File: src/hw/rtl/assert_macros.svh
// ----------------------------------------------------------------------------
// Assertion macros
// Shared concurrent assertion forms for the RTL.
// ----------------------------------------------------------------------------
`ifndef ASSERT_MACROS_SVH
`define ASSERT_MACROS_SVH

// Same-cycle implication, disabled in reset.
`define ASSERT_SAME(label, clk, rst, ante, cons) \
   label: assert property (@(posedge clk) disable iff (rst) (ante) |-> (cons)) \
      else $error("assertion failed: same-cycle check");

// Next-cycle implication, disabled in reset.
`define ASSERT_NEXT(label, clk, rst, ante, cons) \
   label: assert property (@(posedge clk) disable iff (rst) (ante) |=> (cons)) \
      else $error("assertion failed: next-cycle check");

`endif

File: src/hw/rtl/fpba_pkg.sv
// ----------------------------------------------------------------------------
// fpba_pkg
// Constants, types and codes of the fit-policy partition allocator.
// ----------------------------------------------------------------------------
`default_nettype none

package fpba_pkg;

   localparam int NUM_BLOCKS = 8;
   localparam int SIZE_BITS  = 16;
   localparam int BLK_W      = (NUM_BLOCKS > 1) ? $clog2(NUM_BLOCKS) : 1;
   localparam int IDX_W      = 3;
   localparam int AMT_W      = 16;
   localparam int SUM_W      = 19;
   localparam int ACC_W      = SIZE_BITS + BLK_W;
   localparam int SAT_W      = (ACC_W > SUM_W) ? ACC_W : SUM_W;
   localparam logic [SUM_W-1:0] SUM_MAX = '1;

   typedef logic [SIZE_BITS-1:0] size_type;
   typedef logic [BLK_W-1:0]     blk_type;
   typedef logic [ACC_W-1:0]     acc_type;

   typedef enum logic [1:0] {
      MODE_LOAD    = 2'd0,
      MODE_RESTORE = 2'd1,
      MODE_ALLOC   = 2'd2
   } mode_type;

   typedef enum logic [1:0] {
      POL_FIRST = 2'd0,
      POL_BEST  = 2'd1,
      POL_NEXT  = 2'd2,
      POL_WORST = 2'd3
   } policy_type;

   typedef enum logic [2:0] {
      ST_IDLE,
      ST_LOAD,
      ST_RESTORE,
      ST_SCAN,
      ST_UPDATE,
      ST_SUM
   } state_type;

endpackage

`default_nettype wire

File: src/hw/rtl/fit_policy_block_allocator_core.sv
// ----------------------------------------------------------------------------
// fit_policy_block_allocator_core
// Fixed-partition allocator: load, restore and allocate under a selectable
// fit policy, reporting grant, chosen partition and total free space.
// ----------------------------------------------------------------------------
//  channel   handshake                 payload
//  req       start & !busy             mode, block_index, amount
//  rsp       strobe (one cycle)        granted, chosen_block, free_total
//  csr       valid & ready             fit_policy
//
//  Load writes one entry and then sums; restore copies the table and then
//  sums; allocate scans, updates the chosen entry and then sums; unused mode
//  only sums. Each pass reads one partition entry per cycle: the fit scan or
//  restore copy, then the shared adder for the sum; the result strobe follows.
//  Reset clears all partition sizes, the next-fit pointer and the policy.
//  busy is high from the accepted start until the result strobe; the
//  receiver cannot stall, so the strobe is never held.
// ----------------------------------------------------------------------------
`default_nettype none

module fit_policy_block_allocator_core (
   input  wire logic                      clock,
   input  wire logic                      reset,
   input  wire logic                      start,
   output logic                           busy,
   input  wire logic [1:0]                req_mode,
   input  wire logic [fpba_pkg::IDX_W-1:0] req_block_index,
   input  wire logic [fpba_pkg::AMT_W-1:0] req_amount,
   output logic                           rsp_valid,
   output logic                           rsp_granted,
   output logic [fpba_pkg::IDX_W-1:0]     rsp_chosen_block,
   output logic [fpba_pkg::SUM_W-1:0]     rsp_free_total,
   input  wire logic                      csr_valid,
   output logic                           csr_ready,
   input  wire logic [1:0]                csr_fit_policy
);
   import fpba_pkg::*;

   `include "assert_macros.svh"

   state_type  state_ff, state_in;
   policy_type policy_ff;
   logic [1:0] mode_ff;
   logic [IDX_W-1:0] idx_ff;
   size_type   amt_ff;
   blk_type    step_ff, step_in;
   blk_type    ptr_ff, ptr_in;
   blk_type    pick_ff, pick_in;
   logic       found_ff, found_in;
   size_type   best_ff, best_in;
   acc_type    acc_ff, acc_in;
   logic       granted_ff, granted_in;
   size_type   remaining_ff [NUM_BLOCKS];
   size_type   initial_ff   [NUM_BLOCKS];

   logic       rsp_valid_ff, rsp_valid_in;
   logic       rsp_granted_ff, rsp_granted_in;
   logic [IDX_W-1:0] rsp_chosen_ff, rsp_chosen_in;
   logic [SUM_W-1:0] rsp_total_ff, rsp_total_in;

   logic       rem_we, init_we;
   blk_type    rem_wa;
   size_type   rem_wd;
   blk_type    rd_addr;
   size_type   rem_rd;
   logic [BLK_W:0] wrap_sum;
   logic       last_step, fits, take;
   logic [SAT_W-1:0] acc_wide;

   assign busy      = (state_ff != ST_IDLE);
   assign csr_ready = 1'b1;
   assign rsp_valid        = rsp_valid_ff;
   assign rsp_granted      = rsp_granted_ff;
   assign rsp_chosen_block = rsp_chosen_ff;
   assign rsp_free_total   = rsp_total_ff;

   // Circular scan address for next fit.
   always_comb begin
      wrap_sum = {1'b0, ptr_ff} + {1'b0, step_ff};
      if (wrap_sum >= (BLK_W+1)'(NUM_BLOCKS)) begin
         wrap_sum = wrap_sum - (BLK_W+1)'(NUM_BLOCKS);
      end
   end

   assign last_step = (step_ff == BLK_W'(NUM_BLOCKS - 1));
   assign rd_addr   = (state_ff == ST_SCAN && policy_ff == POL_NEXT) ?
                      wrap_sum[BLK_W-1:0] : step_ff;
   assign rem_rd    = remaining_ff[rd_addr];
   assign fits      = (rem_rd >= amt_ff);

   always_comb begin
      case (policy_ff)
         POL_BEST:  take = fits && (!found_ff || rem_rd <= best_ff);
         POL_WORST: take = fits && (!found_ff || rem_rd >= best_ff);
         default:   take = fits && !found_ff;
      endcase
   end

   always_comb begin
      acc_wide = SAT_W'(acc_ff + ACC_W'(rem_rd));
   end

   always_comb begin
      state_in       = state_ff;
      step_in        = step_ff;
      ptr_in         = ptr_ff;
      pick_in        = pick_ff;
      found_in       = found_ff;
      best_in        = best_ff;
      acc_in         = acc_ff;
      granted_in     = granted_ff;
      rsp_valid_in   = 1'b0;
      rsp_granted_in = rsp_granted_ff;
      rsp_chosen_in  = rsp_chosen_ff;
      rsp_total_in   = rsp_total_ff;
      rem_we         = 1'b0;
      init_we        = 1'b0;
      rem_wa         = step_ff;
      rem_wd         = initial_ff[step_ff];

      unique case (state_ff)
         ST_IDLE: begin
            step_in  = '0;
            found_in = 1'b0;
            acc_in   = '0;
            if (start) begin
               unique case (req_mode)
                  MODE_LOAD:    state_in = ST_LOAD;
                  MODE_RESTORE: state_in = ST_RESTORE;
                  MODE_ALLOC:   state_in = ST_SCAN;
                  default:      state_in = ST_SUM;
               endcase
               granted_in = (req_mode == MODE_LOAD) || (req_mode == MODE_RESTORE);
            end
         end
         ST_LOAD: begin
            if (int'(idx_ff) < NUM_BLOCKS) begin
               rem_we  = 1'b1;
               init_we = 1'b1;
               rem_wa  = BLK_W'(idx_ff);
               rem_wd  = amt_ff;
            end
            state_in = ST_SUM;
         end
         ST_RESTORE: begin
            // copy one entry per cycle
            rem_we  = 1'b1;
            step_in = last_step ? '0 : step_ff + 1'b1;
            if (last_step) begin
               ptr_in   = '0;
               state_in = ST_SUM;
            end
         end
         ST_SCAN: begin
            if (take) begin
               found_in = 1'b1;
               pick_in  = rd_addr;
               best_in  = rem_rd;
            end
            step_in = last_step ? '0 : step_ff + 1'b1;
            if (last_step) begin
               state_in = ST_UPDATE;
            end
         end
         ST_UPDATE: begin
            if (found_ff) begin
               rem_we     = 1'b1;
               rem_wa     = pick_ff;
               rem_wd     = best_ff - amt_ff;
               granted_in = 1'b1;
               if (policy_ff == POL_NEXT) begin
                  ptr_in = pick_ff;
               end
            end
            state_in = ST_SUM;
         end
         ST_SUM: begin
            acc_in  = acc_ff + ACC_W'(rem_rd);
            step_in = last_step ? '0 : step_ff + 1'b1;
            if (last_step) begin
               rsp_valid_in   = 1'b1;
               rsp_granted_in = granted_ff;
               rsp_chosen_in  = (mode_ff == MODE_ALLOC && found_ff) ?
                                IDX_W'(pick_ff) : '0;
               rsp_total_in   = (acc_wide > SAT_W'(SUM_MAX)) ?
                                SUM_MAX : SUM_W'(acc_wide);
               state_in       = ST_IDLE;
            end
         end
         default: state_in = ST_IDLE;
      endcase
   end

   always_ff @(posedge clock) begin
      if (reset) begin
         state_ff     <= ST_IDLE;
         policy_ff    <= POL_FIRST;
         ptr_ff       <= '0;
         step_ff      <= '0;
         found_ff     <= 1'b0;
         granted_ff   <= 1'b0;
         rsp_valid_ff <= 1'b0;
         for (int b = 0; b < NUM_BLOCKS; b++) begin
            remaining_ff[b] <= '0;
            initial_ff[b]   <= '0;
         end
      end else begin
         state_ff     <= state_in;
         ptr_ff       <= ptr_in;
         step_ff      <= step_in;
         found_ff     <= found_in;
         granted_ff   <= granted_in;
         rsp_valid_ff <= rsp_valid_in;
         if (csr_valid && csr_ready) begin
            policy_ff <= policy_type'(csr_fit_policy);
         end
         if (rem_we) begin
            remaining_ff[rem_wa] <= rem_wd;
         end
         if (init_we) begin
            initial_ff[rem_wa] <= rem_wd;
         end
      end
   end

   // Payload registers.
   always_ff @(posedge clock) begin
      if (state_ff == ST_IDLE && start) begin
         mode_ff <= req_mode;
         idx_ff  <= req_block_index;
         amt_ff  <= SIZE_BITS'(req_amount);
      end
      pick_ff        <= pick_in;
      best_ff        <= best_in;
      acc_ff         <= acc_in;
      rsp_granted_ff <= rsp_granted_in;
      rsp_chosen_ff  <= rsp_chosen_in;
      rsp_total_ff   <= rsp_total_in;
   end

   `ASSERT_NEXT(a_accept_busy, clock, reset, start && !busy, busy)
   `ASSERT_NEXT(a_sum_ends, clock, reset, state_ff == ST_SUM && last_step, rsp_valid && !busy)
   `ASSERT_SAME(a_deny_zero, clock, reset, rsp_valid && !rsp_granted, rsp_chosen_block == '0)
   `ASSERT_NEXT(a_ptr_hold, clock, reset, state_ff == ST_SCAN || state_ff == ST_SUM, $stable(ptr_ff))

endmodule

`default_nettype wire

File: config.mk
export PLATFORM = sky130hd
export DESIGN_NAME = fit_policy_block_allocator_core
export DESIGN_NICKNAME = d
export VERILOG_FILES = /design/src/hw/rtl/fpba_pkg.sv /design/src/hw/rtl/fit_policy_block_allocator_core.sv
export VERILOG_INCLUDE_DIRS = /design/src /design/src/hw/rtl
export SDC_FILE = /design/constraint.sdc
export NUM_CORES = 1
export LEC_CHECK = 0
export BUFFER_PORTS_ARGS = -buffer_cell sky130_fd_sc_hd__buf_2
export CORE_MARGIN = 4
export CORE_UTILIZATION = 60
export CTS_BUF_LIST = sky130_fd_sc_hd__clkbuf_4 sky130_fd_sc_hd__clkbuf_8
export CTS_CLUSTER_SIZE = 25
export DETAILED_ROUTE_END_ITERATION = 12
export PLACE_DENSITY = 0.8
export SLEW_MARGIN = 5
export SYNTH_ARGS = -nofsm -noshare
export SYNTH_HDL_FRONTEND = slang
export SYNTH_SLANG_ARGS = --single-unit
File: constraint.sdc
create_clock -name clock -period 14.23 [get_ports clock]
set_input_delay 0.7115 -clock clock [delete_from_list [all_inputs] [get_ports clock]]
set_output_delay 0.7115 -clock clock [all_outputs]
set_load 0.1 [all_outputs]
==> impl_table.tex, run 1 <==
\begin{tabular}{lr}
\hline
Metric & Value \\
\hline
\multicolumn{2}{l}{\textbf{Run status}} \\
\quad Outcome & complete, no violations \\
\multicolumn{2}{l}{\textbf{Synthesis}} \\
\quad Net count of the mapped netlist & 1532 \\
\quad Number of enable flip-flop cells after synthesis & 338 \\
\quad Largest area contributor in the netlist & edfxtp\_1 \\
\quad Register area share after synthesis & 58.7\% \\
\quad Most repeated cell in the gate-level netlist after synthesis & edfxtp\_1 \\
\quad Dominant synthesized flop cell & edfxtp\_1 \\
\quad Fraction of post-synthesis cell area in the top cell type by area & 56.8\% \\
\quad Synthesis Warnings & 0 \\
\quad Post-synthesis instance total & 1433 \\
\quad Number of distinct library cells after synthesis & 80 \\
\quad Average cell area after synthesis & 12.5 µm² \\
\quad Post-synthesis instance area & 17900 µm² \\
\quad Fraction of registers with async set/reset & 0\% \\
\quad Dominant cells by area after synthesis & edfxtp\_1 (57\%), nor2\_1 (5.9\%), ha\_1 (4.8\%), mux2i\_1 (4.8\%), mux4\_2 (3.5\%) \\
\quad List of most frequent post-synthesis cells & edfxtp\_1 (338), nor2\_1 (279), mux2i\_1 (86), ha\_1 (69), a21oi\_1 (59) \\
\quad Post-synthesis sequential element count & 355 \\
\multicolumn{2}{l}{\textbf{Clock network}} \\
\quad CTS root buf & clkbuf\_8 \\
\quad Number of gates resized after CTS & 0 \\
\quad \# Post-CTS Setup Buffers & 0 \\
\quad Number of hold-repair buffers added at the cts stage & 0 \\
\quad Buffer levels on the longest clock path & 3 \\
\quad CTS tree & done \\
\quad Number of CTS-inserted buffers & 56 \\
\quad Clk slew on worst S/H paths & 0.07 ns \\
\quad Count of H-tree levels built during CTS & 2 \\
\quad CTS sink count & 355 \\
\quad Clk\_lat worst skew & 0.61 ns \\
\multicolumn{2}{l}{\textbf{Global route}} \\
\quad Global-route congestion overflow total & 0 \\
\quad Met3 track demand over resource & 4.66\% \\
\quad Fraction of met2 tracks used by global routing & 43.6\% \\
\quad Most used routing layer & met2 \\
\quad Antenna violations before repair & 0 \\
\quad First-pass GRT wire length & 69.1 mm \\
\quad Vias in the first global route & 12.0k \\
\quad GR Layer Usage met1 & 37.9\% \\
\quad Pin count of the biggest net entering global routing & 49 \\
\quad Global router's overall resource usage & 27.5\% \\
\multicolumn{2}{l}{\textbf{Routing}} \\
\quad Detailed-route DRC error count & 0 \\
\quad WL/cell & 23.9 µm \\
\quad Total wirelength of the detailed-routed design & 45.5 mm \\
\quad Count of nets left with antenna violations after detail routing & 0 \\
\quad Vias after detailed routing & 12.1k \\
\quad Number of design-rule violations left by the first detailed-router iteration & 1246 \\
\quad Drt pass-1 iters & 7 \\
\quad Average via count per standard cell & 6.37 \\
\multicolumn{2}{l}{\textbf{Final layout}} \\
\quad Area overhead of the layout relative to synthesis & 9.87\% \\
\quad \# diodes & 0 \\
\quad Area used by multi-input combinational logic & 6820 µm² \\
\quad FILL cells & 2082 \\
\quad Fraction of final layout cells with drive strength greater than 1 & 16.5\% \\
\quad Area used by sequential logic in the layout & 10500 µm² \\
\quad Total number of nets in the final design & 1579 \\
\multicolumn{2}{l}{\textbf{Setup path}} \\
\quad Critical register-to-register path endpoint & best\_ff[2]\$\_DFFE\_PP\_ \\
\quad Setup slack of the most critical reg-to-reg path & 7.70 ns \\
\quad Worst EP arrival & 6.82 ns \\
\quad Critical Setup Path Class & flip-flop to flip-flop \\
\quad Count of cells along the worst register-to-register path & 16 \\
\quad Maximum fanout encountered on the critical timing path & 48 \\
\quad Reg2reg start & state\_ff[1]\$\_SDFFE\_PP0P\_ \\
\quad Critical path startpoint category & flip-flop \\
\quad Required arrival time at the worst endpoint & 14.51 ns \\
\quad Sort of element at the end of the critical path & flip-flop \\
\multicolumn{2}{l}{\textbf{Timing}} \\
\quad Worst slew margin relative to its limit & 15.6\% \\
\quad Period utilization & 45.9\% \\
\quad Final Max Slew Viols & 0 \\
\quad Worst-margin pin slew & 1.26 ns \\
\quad Max Freq & 153 MHz \\
\quad Final critical-path required period & 6.53 ns \\
\quad Hold Vio Cnt, Final & 0 \\
\quad Layout Skew & 0.0356 ns \\
\quad Setup violation total in the final timing report & 0 \\
\quad Setup repair after global routing missed its margin & no \\
\quad Setup TNS & 0 ns \\
\multicolumn{2}{l}{\textbf{Min path}} \\
\quad Hold path endpoint & amt\_ff[0]\$\_DFFE\_PP\_ \\
\quad Hold WC Path Type & input pin to flip-flop \\
\quad HP Start & req\_amount[0] \\
\quad Number of instances on the worst hold path & 1 \\
\multicolumn{2}{l}{\textbf{Pwr}} \\
\quad Worst supply voltage drop on vdd & 108 µV \\
\quad Power per cell area & 190 nW/µm² \\
\quad Overall Power & 3.73 mW \\
\quad Lkg Pwr & 7.43 nW \\
\multicolumn{2}{l}{\textbf{Floorplan}} \\
\quad Number of ports placed on the die boundary & 53 \\
\quad Height of the chip & 181 µm \\
\quad Starting density of the core & 61.6\% \\
\quad Row cnt & 62 \\
\quad Core ar. & 29000 µm² \\
\quad Die W & 181 µm \\
\quad Die area & 32600 µm² \\
\multicolumn{2}{l}{\textbf{Placement}} \\
\quad IO Port Bufs & 51 \\
\quad Routability congestion estimate from global placement & 0.980 \\
\quad Placed wire-length estimate after detailed placement & 29.8 mm \\
\multicolumn{2}{l}{\textbf{Job}} \\
\quad Max-cap violations & 0 \\
\hline
\end{tabular}
-- how the worst max path moves through the flow --
stage                                  start                    to  cells after the start
global route        state_ff[1]$_SDFFE_PP0P_  best_ff[5]$_DFFE_PP_                     16
finish              state_ff[1]$_SDFFE_PP0P_  best_ff[2]$_DFFE_PP_                     16
global placement    state_ff[1]$_SDFFE_PP0P_  best_ff[1]$_DFFE_PP_                     16
CTS                 state_ff[1]$_SDFFE_PP0P_  best_ff[2]$_DFFE_PP_                     16
detailed placement  state_ff[1]$_SDFFE_PP0P_  best_ff[4]$_DFFE_PP_                     16
floorplan           state_ff[2]$_SDFFE_PP0P_  best_ff[0]$_DFFE_PP_                     16
-- per-stage QoR --
stage / worst slack [ns] / instances / area (µm²) / util [%] / hold slack (ns)
2_1_floorplan: 8.77 / 1433 / 17900 / - / 0.410
3_3_place_gp: 7.95 / 1806 / 18400 / 63.5 / 0.427
3_5_place_dp: 7.80 / 1806 / 18400 / 63.5 / 0.438
4_1_cts: 7.78 / 1908 / 19600 / 67.7 / 0.253
5_1_grt: 7.35 / 1908 / 19600 / 67.7 / 0.264
6_report: 7.70 / 1908 / 19600 / 67.7 / 0.290
-- final cells by class --
cell class                 instances  share of cell area, %
sequential                       355                   53.4
multi-input combinational        941                   34.7
clock buffer                      79                   5.03
tap                              384                   2.45
timing repair buffer              77                   2.29
clock inverter                    23                   1.12
inverter                          49                  0.937
-- sequential cells by signal (all words and copies together) (netlist names), 16 cells and up, named ones only --
register        count
remaining_ff      128
rsp_free_total     19
initial_ff        128
best_ff            16
acc_ff             19
amt_ff             16
-- cells by family after synthesis --
family | after synthesis | synth area share [%]
and+or+nand+nor | 489 | 12.6
DFF | 355 | 58.7
AOI/OAI and AO/OA | 222 | 9.31
muxes | 134 | 9.67
adders and majority gates | 72 | 5.17
xor gates and xnor gates | 23 | 1.17
buffers and inverters | 137 | 3.31
other | 1 | 0.0210
-- critical path, cell delays in order (launching register included) --
cell and delay [ns]:
dfxtp_1 0.81, inv_2 0.21, nor4_4 0.47, mux2i_4 0.28, buf_4 0.44, buf_4 0.66, mux2i_1 0.17, mux2_2 0.29
a221oi_1 0.94, ha_1 0.39, nand4_1 0.19, nor3_1 0.08, a2111o_1 0.39, a211oi_1 0.23, mux2i_1 0.13, nor3_2 0.15
buf_4 0.30
-- layer usage --
layer	share of wire (%)	routed length, µm
met1	40	18300
met2	47	21400
met3	8.4	3840
met4	4.2	1930
met5	0	0
-- power by group --
group | switching [mW] | leakage [nW] | internal [mW]
Sequential | 0.0665 | 3.55 | 1.31
Combinational | 0.929 | 3.24 | 0.499
Clock | 0.404 | 0.632 | 0.521
Total | 1.40 | 7.43 | 2.33
-- cell usage in the layout, fill, tap and decap left out, types with 9 or more instances in the layout --
| cell type | synthesis | layout |
|---|---|---|
| edfxtp_1 | 338 | 338 |
| nor2_1 | 279 | 278 |
| mux2i_1 | 86 | 86 |
| ha_1 | 69 | 69 |
| clkbuf_8 | 0 | 63 |
| a21oi_1 | 59 | 59 |
| nand2_1 | 57 | 57 |
| buf_2 | 29 | 51 |
| inv_1 | 47 | 47 |
| nand2b_1 | 28 | 28 |
| o21ai_0 | 28 | 28 |
| mux4_2 | 28 | 28 |
| buf_4 | 5 | 26 |
| nor2b_1 | 24 | 24 |
| nor3_1 | 20 | 18 |
| nor3b_1 | 18 | 18 |
| a211oi_1 | 17 | 17 |
| clkbuf_4 | 0 | 16 |
| xnor2_1 | 15 | 15 |
| mux2_2 | 15 | 15 |
| dfxtp_1 | 17 | 15 |
| a221oi_1 | 13 | 13 |
| a221oi_2 | 12 | 12 |
| and2_1 | 11 | 11 |
| a2111oi_0 | 10 | 10 |
| nand4_1 | 10 | 10 |
| o21a_1 | 10 | 10 |
| a21o_1 | 9 | 9 |
| nand3_1 | 9 | 9 |
| and3_1 | 9 | 9 |
| clkinv_1 | 0 | 9 |
Note: power is estimated with default switching activity, not from simulation.
==> inputs of run 2 (changes only) <==
--- a/config.mk
+++ b/config.mk
@@ -8,11 +8,11 @@
 export LEC_CHECK = 0
 export BUFFER_PORTS_ARGS = -buffer_cell sky130_fd_sc_hd__buf_2
 export CORE_MARGIN = 4
-export CORE_UTILIZATION = 60
+export CORE_UTILIZATION = 59
 export CTS_BUF_LIST = sky130_fd_sc_hd__clkbuf_4 sky130_fd_sc_hd__clkbuf_8
 export CTS_CLUSTER_SIZE = 25
 export DETAILED_ROUTE_END_ITERATION = 12
-export PLACE_DENSITY = 0.8
+export PLACE_DENSITY = 0.82
 export SLEW_MARGIN = 5
 export SYNTH_ARGS = -nofsm -noshare
 export SYNTH_HDL_FRONTEND = slang
==> constraint.sdc (replaced) <==
create_clock -name clock -period 5.98 [get_ports clock]
set_input_delay 0.299 -clock clock [delete_from_list [all_inputs] [get_ports clock]]
set_output_delay 0.299 -clock clock [all_outputs]
set_load 0.1 [all_outputs]
==> run 2 against run 1 <==
Effect of this change: count of clock-buffer cells in the layout down 8; combinational power up 140%; highest routed layer unchanged; routed wire length up 2.1%; non-clock buffer count up 43; largest power group unchanged; critical endpoint is now rsp_free_total[18]$_SDFFCE_PN1P_.
==> impl_table.tex, run 2 (synthesized netlist as in run 1, its figures left out) <==
\begin{tabular}{lr}
\hline
Metric & Value \\
\hline
\multicolumn{2}{l}{\textbf{Run status}} \\
\quad Outcome & complete, no violations \\
\multicolumn{2}{l}{\textbf{Placement}} \\
\quad Instance count after placement with tap cells included & 1831 (+1.4\%) \\
\quad IO Port Bufs & 51 (unchanged) \\
\quad Placed wire-length estimate after detailed placement & 30.2 mm (+1.6\%) \\
\quad Routability congestion estimate from global placement & 0.905 (-7.6\%) \\
\multicolumn{2}{l}{\textbf{Setup path}} \\
\quad Required arrival time at the worst endpoint & 6.29 ns (-8.22 ns) \\
\quad CP top delay family & compound AO/OA/AOI/OAI gates \\
\quad Bufs and invs on worst path & 2 (-2) \\
\quad Reg2reg start & state\_ff[0]\$\_SDFFE\_PP0P\_ \\
\quad Critical path's largest stage delay & 0.75 ns (-0.19 ns) \\
\quad Critical path startpoint category & flip-flop \\
\quad Cell breakdown of the critical path & nand2b\_1 -> nor4\_4 -> mux2i\_4 -> buf\_12 -> buf\_4 -> mux2i\_1 -> mux2\_1 -> a221oi\_1 -> ha\_1 -> a21oi\_1 -> o21ai\_0 -> o21ai\_1 -> o31ai\_1 -> xor2\_1 \\
\quad Sort of element at the end of the critical path & flip-flop \\
\quad Timing endpoint of the critical path & rsp\_free\_total[18]\$\_SDFFCE\_PN1P\_ \\
\quad Critical Setup Path Class & flip-flop to flip-flop \\
\quad Slowest stage cell, crit path & a221oi\_1 \\
\quad Setup slack of the most critical reg-to-reg path & 0.46 ns (-7.23 ns) \\
\quad Critical register-to-register path endpoint & rsp\_free\_total[18]\$\_SDFFCE\_PN1P\_ \\
\quad Worst EP arrival & 5.83 ns (-0.99 ns) \\
\quad Count of cells along the worst register-to-register path & 14 (-2) \\
\quad Maximum fanout encountered on the critical timing path & 35 (-27\%) \\
\quad CP startpoint & state\_ff[0]\$\_SDFFE\_PP0P\_ \\
\quad Total stage count of the critical path & 14 (-2) \\
\multicolumn{2}{l}{\textbf{Final layout}} \\
\quad Fraction of final layout cells with drive strength greater than 1 & 16.4\% (-0.048 points) \\
\quad \# diodes & 0 (unchanged) \\
\quad Finished Core Util & 66.8\% (-0.84 points) \\
\quad Total number of nets in the final design & 1621 (+2.7\%) \\
\quad FILL cells & 2143 (+2.9\%) \\
\quad Post-route insts no fill & 1955 (+2.5\%) \\
\quad Registers with the most flip-flops & initial\_ff: 128 flops, remaining\_ff: 128 flops \\
\quad Most common library cell in the layout ignoring fill and taps & edfxtp\_1 \\
\quad Leading cell types in the layout, fill and taps excluded & edfxtp\_1 (338), nor2\_1 (278), mux2i\_1 (86) \\
\quad Area used by sequential logic in the layout & 10500 µm² (unchanged) \\
\quad Area overhead of the layout relative to synthesis & 11.4\% \\
\quad Area used by multi-input combinational logic & 6810 µm² (-0.11\%) \\
\multicolumn{2}{l}{\textbf{Min path}} \\
\quad Hold WC Path Type & input pin to flip-flop \\
\quad Number of instances on the worst hold path & 3 (+2) \\
\multicolumn{2}{l}{\textbf{Floorplan}} \\
\quad Number of ports placed on the die boundary & 53 (unchanged) \\
\quad Die area & 33100 µm² (+1.6\%) \\
\quad Die W & 182 µm (+0.81\%) \\
\quad Core ar. & 29800 µm² (+2.7\%) \\
\quad Row cnt & 63 (+1.6\%) \\
\quad Height of the chip & 182 µm (+0.81\%) \\
\quad Starting density of the core & 60.0\% (-1.6 points) \\
\multicolumn{2}{l}{\textbf{Clock network}} \\
\quad CTS sink count & 355 (unchanged) \\
\quad CTS tree & done \\
\quad Count of H-tree levels built during CTS & 2 (unchanged) \\
\quad Buffer levels on the longest clock path & 3 (unchanged) \\
\quad Number of CTS-inserted buffers & 55 (-1.8\%) \\
\quad \# Post-CTS Setup Buffers & 0 (unchanged) \\
\quad Clk\_lat worst skew & 0.59 ns (-0.02 ns) \\
\quad Clk slew on worst S/H paths & 0.06 ns (about the same) \\
\quad CTS root buf & clkbuf\_8 \\
\multicolumn{2}{l}{\textbf{Pwr}} \\
\quad Net Sw Frac & 37.8\% (+0.33 points) \\
\quad Register share of total power & 37.7\% (+0.7 points) \\
\quad Clock share of power & 23.2\% (-1.6 points) \\
\quad Design internal power & 5.45 mW (+130\%) \\
\quad Combinational cell fraction of total power & 39.2\% (+1.0 points) \\
\quad Power per cell area & 440 nW/µm² (+130\%) \\
\quad Worst supply voltage drop on vdd & 313 µV (+190\%) \\
\quad Switching power summed over all nets & 3.31 mW (+140\%) \\
\quad Lkg Pwr & 7.57 nW (+1.8\%) \\
\multicolumn{2}{l}{\textbf{Timing}} \\
\quad Hold Vio Cnt, Final & 0 (unchanged) \\
\quad Worst-margin pin slew & 1.35 ns (+0.0904 ns) \\
\quad Layout Skew & 0.0181 ns (-0.0176 ns) \\
\quad Setup violation total in the final timing report & 0 (unchanged) \\
\quad Max Freq & 181 MHz (+18\%) \\
\quad Setup repair after global routing missed its margin & no \\
\quad Final critical-path required period & 5.52 ns (-1.02 ns) \\
\quad Final Max Slew Viols & 0 (unchanged) \\
\quad Period utilization & 92.3\% (+46 points) \\
\quad Worst slew margin relative to its limit & 9.56\% (-6.0 points) \\
\quad Setup TNS & 0 ns (unchanged) \\
\multicolumn{2}{l}{\textbf{Global route}} \\
\quad First-pass GRT wire length & 71.1 mm (+2.9\%) \\
\quad Antenna violations before repair & 0 (unchanged) \\
\quad Global-route congestion overflow total & 0 (unchanged) \\
\quad Global router's overall resource usage & 27.6\% (+0.12 points) \\
\quad Pin count of the biggest net entering global routing & 39 (-20\%) \\
\quad Vias in the first global route & 12.6k (+4.8\%) \\
\multicolumn{2}{l}{\textbf{Routing}} \\
\quad Detailed-route DRC error count & 0 (unchanged) \\
\quad Total wirelength of the detailed-routed design & 46.5 mm (+2.1\%) \\
\quad Vias after detailed routing & 12.6k (+3.7\%) \\
\quad Average via count per standard cell & 6.44 (+1.2\%) \\
\quad Drt pass-1 iters & 6 (-1) \\
\quad WL/cell & 23.8 µm (-0.34\%) \\
\quad Count of nets left with antenna violations after detail routing & 0 (unchanged) \\
\quad Number of design-rule violations left by the first detailed-router iteration & 1439 (+15\%) \\
\multicolumn{2}{l}{\textbf{Job}} \\
\quad Max-cap violations & 0 (unchanged) \\
\hline
\end{tabular}
-- run 2: worst register-to-register path, cell delays in order (launching register included) --
cell and delay, ns:
dfxtp_1 0.63, nand2b_1 0.36, nor4_4 0.41, mux2i_4 0.32, buf_12 0.27, buf_4 0.39, mux2i_1 0.13, mux2_1 0.31
a221oi_1 0.75, ha_1 0.45, a21oi_1 0.23, o21ai_0 0.19, o21ai_1 0.44, o31ai_1 0.20, xor2_1 0.17
-- run 2: power by group through the flow --
stage	sequential (mW)	clock [mW]	combinational [mW]
after detailed placement	3.34	0	3.31
after global routing	3.32	2.15	3.67
after floorplan	3.24	0	2.45
final	3.30	2.03	3.43
after CTS	3.30	2.03	3.36
after global placement	3.33	0	3.21
-- run 2: cell type report --
cell class	instances	share of cell area, %
flip-flops and latches	355	52.7
multi-input cells	941	34.2
clock buffers	71	4.56
repair buffers	120	4.32
well taps	390	2.45
inverters	49	0.924
clock inverters	29	0.848
-- run 2: metal layers --
layer	vias to the layer above	track usage, %	routed length, µm
met2	794	45.2	22400
li1	5523	-	-
met3	145	4.35	5300
met4	0	10.0	1650
met5	-	0	0
met1	6133	37.7	17200
-- run 2: worst min-delay path by stage --
stage,start,to
after global routing,csr_valid,policy_ff[1]$_SDFFE_PP0P_
final,csr_valid,policy_ff[0]$_SDFFE_PP0P_
after floorplan,req_amount[0],amt_ff[0]$_DFFE_PP_
after CTS,csr_valid,policy_ff[1]$_SDFFE_PP0P_
after detailed placement,granted_ff$_SDFFE_PP0P_,rsp_granted$_DFFE_PP_
after global placement,granted_ff$_SDFFE_PP0P_,rsp_granted$_DFFE_PP_
-- run 2: through the flow --
| step | hold slack, ns | total power, mW | setup slack, ns | area [µm²] |
|---|---|---|---|---|
| 6_report | 0.0202 | 8.77 | 0.462 | 19900 |
| 2_1_floorplan | 0.398 | 5.69 | 0.516 | 17900 |
| 3_3_place_gp | 0.421 | 6.54 | 0.842 | 18600 |
| 3_5_place_dp | 0.423 | 6.65 | 0.658 | 18600 |
| 5_1_grt | 0.0109 | 9.14 | 0.275 | 19900 |
| 4_1_cts | 0.00468 | 8.69 | 0.622 | 19900 |
-- run 2: repair_timing --
action	4_1_cts	5_1_grt
endpoints found under the setup margin	0	0
resized for setup	0	0
hold endpoints to repair	23	0
hold buffers	23	0
